## src/rtl/scdc_pkg.sv

```systemverilog
// ----------------------------------------------------------------------------
// Sidechain ducking compressor package
// Shared types, register indexes, controller states, datapath commands and
// fixed-point constants.
// ----------------------------------------------------------------------------
package scdc_pkg;

  localparam int unsigned SampleBits   = 16;
  localparam int unsigned GainBits     = 17;
  localparam int unsigned CoefBits     = 25;
  localparam int unsigned CoefFracBits = 24;
  localparam int unsigned CfgIdxBits   = 3;
  localparam int unsigned MulABits     = 18;
  localparam int unsigned MulBBits     = 26;
  localparam int unsigned ProdBits     = MulABits + MulBBits;

  localparam logic [GainBits-1:0] GainOne   = 17'd65536;
  localparam logic [GainBits-1:0] GainFloor = 17'd3277;
  localparam logic [CoefBits-1:0] CoefOne   = 25'd16777216;

  typedef enum logic [CfgIdxBits-1:0] {
    REG_THRESHOLD    = 3'd0,
    REG_SLOPE        = 3'd1,
    REG_ATTACK_COEF  = 3'd2,
    REG_RELEASE_COEF = 3'd3,
    REG_HOLD_FRAMES  = 3'd4,
    REG_DETECT_SELF  = 3'd5
  } reg_idx_e;

  typedef enum logic [3:0] {
    ST_IDLE,
    ST_DETECT,
    ST_REDUCE,
    ST_TARGET,
    ST_ATTACK,
    ST_RELEASE,
    ST_UPDATE,
    ST_GAIN_MUL,
    ST_FINISH
  } state_e;

  typedef enum logic [3:0] {
    OP_NONE,
    OP_CAPTURE,
    OP_DETECT,
    OP_MUL_REDUCE,
    OP_TARGET,
    OP_MUL_ATTACK,
    OP_MUL_RELEASE,
    OP_UPDATE,
    OP_MUL_OUT,
    OP_RESULT
  } dp_op_e;

  typedef struct packed {
    dp_op_e op;
  } dp_cmd_t;

  typedef struct packed {
    logic hit;
    logic hold_zero;
  } dp_status_t;

  typedef struct packed {
    logic signed [SampleBits-1:0] audio_in;
    logic signed [SampleBits-1:0] key_in;
  } in_beat_t;

  typedef struct packed {
    logic signed [SampleBits-1:0] audio_out;
    logic        [GainBits-1:0]   gain_now;
  } out_beat_t;

endpackage

```

## src/rtl/sidechain_ducking_compressor.sv

```systemverilog
// ----------------------------------------------------------------------------
// Sidechain ducking compressor with hold
// Usage: each input beat carries an audio sample and a key sample in Q1.15.
// When the key magnitude (or the audio itself in self-detect mode) exceeds
// the threshold, the gain moves toward a reduced target and a hold count is
// reloaded; when quiet, the hold runs down and the gain then relaxes to unity.
// Each input beat yields exactly one output beat with the ducked sample and
// the gain applied to it.
// Configuration is to be written through cfg_we_i, cfg_idx_i and cfg_data_i
// only while the block is idle; the block itself does not enforce this.
// Writes take effect at once and are never refused. Each item runs detect,
// then reduce, target, attack and update on a trigger or release and update
// if the hold is out, then output multiply and finish, via one shared multiplier.
// The result lands in an output register; a new input beat is accepted while
// that result still waits, and the sequencer only pauses at its final step
// if the previous result has not yet been taken.
// Reset restores unity gain, a zero hold count and the default registers.
// ----------------------------------------------------------------------------
module sidechain_ducking_compressor (
  input  logic                            clk_i,
  input  logic                            rst_ni,
  input  logic                            cfg_we_i,
  input  logic [scdc_pkg::CfgIdxBits-1:0] cfg_idx_i,
  input  logic [scdc_pkg::CoefBits-1:0]   cfg_data_i,
  input  logic                            in_valid_i,
  output logic                            in_ready_o,
  input  scdc_pkg::in_beat_t              in_beat_i,
  output logic                            out_valid_o,
  input  logic                            out_ready_i,
  output scdc_pkg::out_beat_t             out_beat_o
);

  scdc_pkg::dp_cmd_t    cmd;
  scdc_pkg::dp_status_t status;

  scdc_ctrl u_ctrl (
    .clk_i       (clk_i),
    .rst_ni      (rst_ni),
    .in_valid_i  (in_valid_i),
    .in_ready_o  (in_ready_o),
    .out_valid_o (out_valid_o),
    .out_ready_i (out_ready_i),
    .status_i    (status),
    .cmd_o       (cmd)
  );

  scdc_datapath u_datapath (
    .clk_i      (clk_i),
    .rst_ni     (rst_ni),
    .cfg_we_i   (cfg_we_i),
    .cfg_idx_i  (cfg_idx_i),
    .cfg_data_i (cfg_data_i),
    .in_beat_i  (in_beat_i),
    .cmd_i      (cmd),
    .status_o   (status),
    .out_beat_o (out_beat_o)
  );

`ifndef ASSERT_OFF
  a_busy_after_accept : assert property (@(posedge clk_i) disable iff (!rst_ni)
    in_valid_i && in_ready_o |=> !in_ready_o)
    else $error("Input accepted again directly after a beat.");

  a_gain_bound : assert property (@(posedge clk_i) disable iff (!rst_ni)
    out_valid_o |-> out_beat_o.gain_now <= scdc_pkg::GainOne)
    else $error("Reported gain exceeds unity.");

  a_gain_floor : assert property (@(posedge clk_i) disable iff (!rst_ni)
    out_valid_o |-> out_beat_o.gain_now >= scdc_pkg::GainFloor)
    else $error("Reported gain fell below the floor.");
`endif

endmodule

```

## src/rtl/scdc_ctrl.sv

```systemverilog
// ----------------------------------------------------------------------------
// Sidechain ducking compressor controller
// Sequences the datapath through detection, gain update and output multiply,
// and owns both channel handshakes.
// ----------------------------------------------------------------------------
module scdc_ctrl (
  input  logic                clk_i,
  input  logic                rst_ni,
  input  logic                in_valid_i,
  output logic                in_ready_o,
  output logic                out_valid_o,
  input  logic                out_ready_i,
  input  scdc_pkg::dp_status_t status_i,
  output scdc_pkg::dp_cmd_t    cmd_o
);

  scdc_pkg::state_e state_q, state_d;
  logic             out_valid_q, out_valid_d;

  always_ff @(posedge clk_i or negedge rst_ni) begin
    if (!rst_ni) begin
      state_q     <= scdc_pkg::ST_IDLE;
      out_valid_q <= 1'b0;
    end else begin
      state_q     <= state_d;
      out_valid_q <= out_valid_d;
    end
  end

  always_comb begin
    state_d     = state_q;
    cmd_o.op    = scdc_pkg::OP_NONE;
    out_valid_d = out_valid_q && !out_ready_i;
    unique case (state_q)
      scdc_pkg::ST_IDLE: begin
        if (in_valid_i) begin
          cmd_o.op = scdc_pkg::OP_CAPTURE;
          state_d  = scdc_pkg::ST_DETECT;
        end
      end
      scdc_pkg::ST_DETECT: begin
        cmd_o.op = scdc_pkg::OP_DETECT;
        if (status_i.hit) begin
          state_d = scdc_pkg::ST_REDUCE;
        end else if (status_i.hold_zero) begin
          state_d = scdc_pkg::ST_RELEASE;
        end else begin
          state_d = scdc_pkg::ST_GAIN_MUL;
        end
      end
      scdc_pkg::ST_REDUCE: begin
        cmd_o.op = scdc_pkg::OP_MUL_REDUCE;
        state_d  = scdc_pkg::ST_TARGET;
      end
      scdc_pkg::ST_TARGET: begin
        cmd_o.op = scdc_pkg::OP_TARGET;
        state_d  = scdc_pkg::ST_ATTACK;
      end
      scdc_pkg::ST_ATTACK: begin
        cmd_o.op = scdc_pkg::OP_MUL_ATTACK;
        state_d  = scdc_pkg::ST_UPDATE;
      end
      scdc_pkg::ST_RELEASE: begin
        cmd_o.op = scdc_pkg::OP_MUL_RELEASE;
        state_d  = scdc_pkg::ST_UPDATE;
      end
      scdc_pkg::ST_UPDATE: begin
        cmd_o.op = scdc_pkg::OP_UPDATE;
        state_d  = scdc_pkg::ST_GAIN_MUL;
      end
      scdc_pkg::ST_GAIN_MUL: begin
        cmd_o.op = scdc_pkg::OP_MUL_OUT;
        state_d  = scdc_pkg::ST_FINISH;
      end
      scdc_pkg::ST_FINISH: begin
        if (!out_valid_q || out_ready_i) begin
          cmd_o.op    = scdc_pkg::OP_RESULT;
          out_valid_d = 1'b1;
          state_d     = scdc_pkg::ST_IDLE;
        end
      end
      default: begin
        state_d = scdc_pkg::ST_IDLE;
      end
    endcase
  end

  assign in_ready_o  = (state_q == scdc_pkg::ST_IDLE);
  assign out_valid_o = out_valid_q;

endmodule

```

## src/rtl/scdc_datapath.sv

```systemverilog
// ----------------------------------------------------------------------------
// Sidechain ducking compressor datapath
// Configuration registers, gain and hold state, one shared signed multiplier
// and the output register.
// ----------------------------------------------------------------------------
module scdc_datapath (
  input  logic                                 clk_i,
  input  logic                                 rst_ni,
  input  logic                                 cfg_we_i,
  input  logic [scdc_pkg::CfgIdxBits-1:0]      cfg_idx_i,
  input  logic [scdc_pkg::CoefBits-1:0]        cfg_data_i,
  input  scdc_pkg::in_beat_t                   in_beat_i,
  input  scdc_pkg::dp_cmd_t                    cmd_i,
  output scdc_pkg::dp_status_t                 status_o,
  output scdc_pkg::out_beat_t                  out_beat_o
);

  localparam int unsigned SB = scdc_pkg::SampleBits;
  localparam int unsigned GB = scdc_pkg::GainBits;
  localparam int unsigned PB = scdc_pkg::ProdBits;
  localparam int unsigned DB = PB - scdc_pkg::CoefFracBits;

  logic [SB-2:0]                 thr_q;
  logic [SB-1:0]                 slope_q;
  logic [scdc_pkg::CoefBits-1:0] attack_q;
  logic [scdc_pkg::CoefBits-1:0] release_q;
  logic [SB-1:0]                 hold_frames_q;
  logic                          detect_self_q;

  logic [GB-1:0] gain_q, gain_d;
  logic [SB-1:0] hold_q;

  scdc_pkg::in_beat_t  in_q;
  scdc_pkg::out_beat_t out_q;
  logic [SB-1:0]       excess_q;
  logic                hit_q;
  logic [GB-1:0]       target_q;
  logic signed [PB-1:0] prod_q;

  logic signed [SB-1:0]               trig;
  logic signed [SB:0]                 trig_x;
  logic [SB:0]                        level;
  logic                               hit;
  logic signed [scdc_pkg::MulABits-1:0] mul_a;
  logic signed [scdc_pkg::MulBBits-1:0] mul_b;
  logic [scdc_pkg::CoefBits-1:0]      attack_sat;
  logic [GB-1:0]                      target_raw;
  logic [GB-1:0]                      cap;
  logic signed [DB-1:0]               delta;
  logic signed [DB:0]                 sum;

  // Configuration writes.
  always_ff @(posedge clk_i or negedge rst_ni) begin
    if (!rst_ni) begin
      thr_q         <= 15'd16384;
      slope_q       <= 16'd49152;
      attack_q      <= 25'd69905;
      release_q     <= 25'd2330;
      hold_frames_q <= 16'd2400;
      detect_self_q <= 1'b0;
    end else if (cfg_we_i) begin
      case (cfg_idx_i)
        scdc_pkg::REG_THRESHOLD:    thr_q         <= cfg_data_i[SB-2:0];
        scdc_pkg::REG_SLOPE:        slope_q       <= cfg_data_i[SB-1:0];
        scdc_pkg::REG_ATTACK_COEF:  attack_q      <= cfg_data_i;
        scdc_pkg::REG_RELEASE_COEF: release_q     <= cfg_data_i;
        scdc_pkg::REG_HOLD_FRAMES:  hold_frames_q <= cfg_data_i[SB-1:0];
        scdc_pkg::REG_DETECT_SELF:  detect_self_q <= cfg_data_i[0];
        default: ;
      endcase
    end
  end

  // Trigger magnitude and threshold compare.
  assign trig   = detect_self_q ? in_q.audio_in : in_q.key_in;
  assign trig_x = {trig[SB-1], trig};
  assign level  = trig[SB-1] ? (SB+1)'(-trig_x) : (SB+1)'(trig_x);
  assign hit    = level > {2'b00, thr_q};

  assign status_o.hit       = hit;
  assign status_o.hold_zero = (hold_q == '0);

  assign attack_sat = (attack_q > scdc_pkg::CoefOne) ? scdc_pkg::CoefOne : attack_q;
  assign target_raw = scdc_pkg::GainOne - {1'b0, prod_q[SB+SB-2:SB-1]};

  // Shared multiplier operand selection.
  always_comb begin
    mul_a = '0;
    mul_b = '0;
    case (cmd_i.op)
      scdc_pkg::OP_MUL_REDUCE: begin
        mul_a = {2'b00, excess_q};
        mul_b = {10'd0, slope_q};
      end
      scdc_pkg::OP_MUL_ATTACK: begin
        mul_a = $signed({1'b0, target_q}) - $signed({1'b0, gain_q});
        mul_b = {1'b0, attack_sat};
      end
      scdc_pkg::OP_MUL_RELEASE: begin
        mul_a = $signed({1'b0, scdc_pkg::GainOne}) - $signed({1'b0, gain_q});
        mul_b = {1'b0, release_q};
      end
      scdc_pkg::OP_MUL_OUT: begin
        mul_a = {{2{in_q.audio_in[SB-1]}}, in_q.audio_in};
        mul_b = {9'd0, gain_q};
      end
      default: ;
    endcase
  end

  // Gain step, floored toward minus infinity, then capped and clamped.
  assign delta = prod_q[PB-1:scdc_pkg::CoefFracBits];
  assign cap   = hit_q ? target_q : scdc_pkg::GainOne;
  assign sum   = $signed({{(DB+1-GB){1'b0}}, gain_q}) + $signed({delta[DB-1], delta});

  always_comb begin
    if (sum > $signed({{(DB+1-GB){1'b0}}, cap})) begin
      gain_d = cap;
    end else if (sum[DB]) begin
      gain_d = '0;
    end else begin
      gain_d = sum[GB-1:0];
    end
  end

  always_ff @(posedge clk_i or negedge rst_ni) begin
    if (!rst_ni) begin
      gain_q <= scdc_pkg::GainOne;
      hold_q <= '0;
    end else begin
      if (cmd_i.op == scdc_pkg::OP_DETECT) begin
        if (hit) begin
          hold_q <= hold_frames_q;
        end else if (hold_q != '0) begin
          hold_q <= hold_q - 1'b1;
        end
      end
      if (cmd_i.op == scdc_pkg::OP_UPDATE) begin
        gain_q <= gain_d;
      end
    end
  end

  always_ff @(posedge clk_i) begin
    case (cmd_i.op)
      scdc_pkg::OP_CAPTURE: begin
        in_q <= in_beat_i;
      end
      scdc_pkg::OP_DETECT: begin
        hit_q    <= hit;
        excess_q <= SB'(level - {2'b00, thr_q});
      end
      scdc_pkg::OP_TARGET: begin
        target_q <= (target_raw < scdc_pkg::GainFloor) ? scdc_pkg::GainFloor : target_raw;
      end
      scdc_pkg::OP_MUL_REDUCE, scdc_pkg::OP_MUL_ATTACK,
      scdc_pkg::OP_MUL_RELEASE, scdc_pkg::OP_MUL_OUT: begin
        prod_q <= mul_a * mul_b;
      end
      scdc_pkg::OP_RESULT: begin
        out_q.audio_out <= prod_q[SB+SB-1:SB];
        out_q.gain_now  <= gain_q;
      end
      default: ;
    endcase
  end

  assign out_beat_o = out_q;

endmodule
```

## config.mk

```make
export PLATFORM = sky130hd
export DESIGN_NAME = sidechain_ducking_compressor
export DESIGN_NICKNAME = d
export VERILOG_FILES = /design/src/rtl/scdc_pkg.sv /design/src/rtl/sidechain_ducking_compressor.sv /design/src/rtl/scdc_ctrl.sv /design/src/rtl/scdc_datapath.sv
export SDC_FILE = /design/constraint.sdc
export NUM_CORES = 2
export LEC_CHECK = 0
export ABC_AREA = 1
export BUFFER_PORTS_ARGS = -buffer_cell sky130_fd_sc_hd__buf_4
export CAP_MARGIN = 30
export CORE_ASPECT_RATIO = 0.8
export CORE_MARGIN = 10
export CORE_UTILIZATION = 55
export CTS_CLUSTER_SIZE = 20
export DETAILED_ROUTE_END_ITERATION = 12
export PLACE_DENSITY = 0.75
export SYNTH_ARGS = -nofsm -noshare
export SYNTH_HDL_FRONTEND = slang
export SYNTH_SLANG_ARGS = --single-unit
```

## constraint.sdc

```tcl
create_clock -name clk_i -period 8.4 [get_ports clk_i]
set_input_delay 0.84 -clock clk_i [delete_from_list [all_inputs] [get_ports clk_i]]
set_output_delay 0.84 -clock clk_i [all_outputs]
set_load 0.1 [all_outputs]
```

==> metrics.log <==
[metrics] number of placed instances, taps included: 4365
[metrics] class of the worst hold path: input port to async pin
[metrics] number of flip-flops and latches in the synthesized netlist: 264
[metrics] delay contributed by the slowest stage of the critical path: 570 ps
[metrics] M1 WL: 38600 um
[metrics] launching point of the worst reg2reg path: u_ctrl.state_q[3]$_DFFE_PN0P_
[metrics] Clock Tree Root: clkbuf_16
[metrics] final clock skew: 34.5 ps
[metrics] clock slew at reported path FFs: 60 ps
[metrics] initial antenna violation count: 0
[metrics] DRT iter0 DRCs: 2839
[metrics] Slew Limit Fails: 0
[metrics] Crit Reg-Reg Endpoint: u_datapath.prod_q[42]$_DFFE_PN_
[metrics] Synth top cells by count: nand2_1, inv_1, fa_1
[metrics] number of ports placed on the die boundary: 100
[metrics] most common cell in the synthesized netlist: nand2_1
[metrics] via count of the first global-routing pass: 23200
[metrics] Comb power frac: 0.734
[metrics] detailed-route DRC error count: 0
[metrics] number of flops mapped to enable cells by yosys: 128
[metrics] instance count of the mapped netlist: 3598
[metrics] clock tree from TritonCTS: yes
[metrics] warnings from Yosys: 0
[metrics] Reg2Reg Depth: 36
[metrics] fraction of final layout cells with drive strength greater than 1: 0.0808
[metrics] max cap viols: 0
[metrics] routed wirelength normalized by instance count: 19.4 um
[metrics] worst setup path category: flip-flop to flip-flop
[metrics] via count normalized by instance count: 5.51
[metrics] dominant cell type by area after synthesis: fa_1
[metrics] cell at the slowest stage of the critical path: o21ai_0
[metrics] placed inst area: 0.0310 mm2
[metrics] Clock H-tree levels: 1
[metrics] GPL Wtd Cong: 0.983
[metrics] proportion of total power due to net switching: 0.550
[metrics] top cell family by delay on the critical path: adder cells
[metrics] Cell Pwr Density: 413 mW/mm2
[metrics] die height: 226 um
[metrics] wire length of the first global-routing pass: 134000 um
[metrics] async set-or-reset flop fraction in the synthesized netlist: 0.515
[metrics] Max FO, Critical Path: 16
[metrics] Crit path required time: 8730 ps
[metrics] number of nets at the end of the flow: 4364
[metrics] critical path startpoint category: flip-flop
[metrics] standard-cell row count: 75
[metrics] worst-case hold slack: 315 ps
[metrics] Crit path top cell by count: inv_1
[metrics] Die Outline Area: 0.0628 mm2
[metrics] Layout Cells excl Fill: 4430
[metrics] share of total power in sequential cells: 0.172
[metrics] slew margin rel.: 0.320
[metrics] source-to-sink clock delay at the later pin of the worst-skew pair: 570 ps
[metrics] largest net degree at the start of global routing: 80
[metrics] GR Util All Layers: 0.271
[metrics] Sum Neg Setup Slack: 0 ps
[metrics] unique cell type count in the Yosys netlist: 50
[metrics] LEAKAGE: 16.5 nW
[metrics] final worst-path cycle share: 0.953
[metrics] Clock Sink Count: 264
[metrics] area of the mapped netlist: 0.0292 mm2
[metrics] Synth top area share: 0.254
[metrics] number of nets still failing antenna checks after routing: 0
[metrics] core outline area: 0.0525 mm2
[metrics] Least-Margin Pin Slew: 1020 ps
[metrics] via total after detailed routing: 24400
[metrics] sort of element at the end of the critical path: flip-flop
[metrics] Top Metal Used: met5
[metrics] met2 WL: 34900 um
[metrics] worst-case clock buffer depth: 3
[metrics] slack of the worst reg-to-reg path: 390 ps
[metrics] internal power: 5.98 mW
[metrics] register area share after synthesis: 0.249
[metrics] Util after Layout: 0.614
[metrics] upper clock frequency limit: 125 MHz
[metrics] Clock Power Share: 0.094
[metrics] total of hold buffers inserted after clock tree synthesis: 0
[metrics] most used flip-flop cell after synthesis: edfxtp_1
[metrics] Bufs and invs on worst path: 11
[metrics] syn nets: 4246
[metrics] net load switching power: 7.33 mW
[metrics] top cells by area in the synthesized netlist: fa_1, edfxtp_1, nand2_1
[metrics] time the final worst path needs with I/O delays and setup: 8010 ps
[metrics] area of all placed cells without fillers: 0.0322 mm2
[metrics] setup-violating endpoint count in the final report: 0
[metrics] met3 layer wire length in the routed design: 10500 um
[metrics] arrival time of the worst setup path: 8330 ps
[metrics] antenna diode count: 0
[metrics] worst supply voltage drop on vdd: 304 uV
[metrics] effective utilization at floorplan: 0.557
[metrics] result of the run: finished clean
[metrics] chip width: 278 um
[metrics] number of detailed-route iterations in the first pass: 6
[metrics] placed wire-length estimate: 69800 um
[metrics] Inserted Clock Buffers: 27
[metrics] P&R area growth vs syn: 10.2%
[metrics] Post-Syn Area per Cell: 8.12 um2
[metrics] overall routed net length: 86000 um
[metrics] Hold Fails Final Rpt: 0
[metrics] IO Port Bufs: 99
[metrics] GRT Residual Overflow: 0
per-stage QoR:
step | setup WS (ps) | total power, mW
finish | 394 | 13.3
global route | -51.9 | 14.5
CTS | 28.7 | 12.9
detailed placement | -85.7 | 11.6
global placement | 17.6 | 11.4
floorplan | 252 | 8.56
cells by family after synthesis:
kind of cell / Yosys count / synth area share
AND/OR/NAND/NOR: 1270 / 0.172
AO/OA/AOI/OAI: 482 / 0.0897
XOR/XNOR: 89 / 0.0267
adder cells (fa/ha/maj): 583 / 0.345
flip-flops: 264 / 0.249
buffers and inverters: 910 / 0.118
layout make-up:
cell class	count	area, um2
Timing Repair inverter	1	5.00
Fill cell	4618	20300
Clock inverter	16	176
Tap cell	693	867
Inverter	808	3050
Multi-Input combinational cell	2424	18600
Timing Repair Buffer	190	1480
Sequential cell	264	7270
Clock buffer	34	733
layout by cell type, fill, tap and decap left out, types with 8 or more instances in the layout:
| master | count |
|---|---|
| a21oi_1 | 146 |
| a21oi_2 | 8 |
| a221oi_1 | 14 |
| a31oi_1 | 8 |
| buf_4 | 183 |
| clkbuf_16 | 29 |
| dfrtp_1 | 118 |
| dfstp_2 | 18 |
| edfxtp_1 | 128 |
| fa_1 | 369 |
| ha_1 | 209 |
| inv_1 | 795 |
| nand2_1 | 859 |
| nand3_1 | 71 |
| nand4_1 | 15 |
| nor2_1 | 267 |
| nor3_1 | 29 |
| o21ai_0 | 218 |
| o21ai_1 | 33 |
| o22ai_1 | 9 |
| xnor2_1 | 26 |
| xor2_1 | 62 |
state kept, by name, summed over array words and instances (netlist names), 17 cells and up:
signal,cells
u_datapath.attack_q,25
u_datapath.target_q,17
u_datapath.release_q,25
u_datapath.in_q,32
u_datapath.gain_q,17
u_datapath.prod_q,29
u_datapath.out_beat_o,33
repair_timing:
action | 4_1_cts | 5_1_grt
gates resized for setup | 1 | 42
endpoints found under the setup margin | 2 | 25
setup buffers | 0 | 13
cloned | 0 | 2
pin swaps | 0 | 4
power by group through the flow:
stage	registers, mW	logic [mW]	clock network, mW
5_1_grt	2.31	10.9	1.31
3_3_place_gp	2.29	9.12	0
4_1_cts	2.28	9.32	1.25
3_5_place_dp	2.30	9.25	0
2_1_floorplan	2.20	6.36	0
6_report	2.29	9.77	1.25
how the worst max path moves through the flow:
stage                     slack [ps]                         endpoint                          start  cells past startpoint
after floorplan                  250  u_datapath.prod_q[43]$_DFFE_PN_  u_ctrl.state_q[3]$_DFFE_PN0P_                     43
after global placement            20  u_datapath.prod_q[42]$_DFFE_PN_  u_ctrl.state_q[2]$_DFFE_PN0P_                     37
after detailed placement         -90  u_datapath.prod_q[34]$_DFFE_PN_  u_ctrl.state_q[2]$_DFFE_PN0P_                     39
after CTS                         30  u_datapath.prod_q[42]$_DFFE_PN_  u_ctrl.state_q[2]$_DFFE_PN0P_                     36
after global routing             -50  u_datapath.prod_q[32]$_DFFE_PN_  u_ctrl.state_q[3]$_DFFE_PN0P_                     36
final                            390  u_datapath.prod_q[42]$_DFFE_PN_  u_ctrl.state_q[3]$_DFFE_PN0P_                     36
metal layers:
layer | up-vias | track usage
met4 | 2 | 0.0590
met3 | 127 | 0.0714
met1 | 11700 | 0.407
met2 | 1288 | 0.382
li1 | 11300 | -
met5 | - | 0.00479
Power figures use the tool's default switching activity.
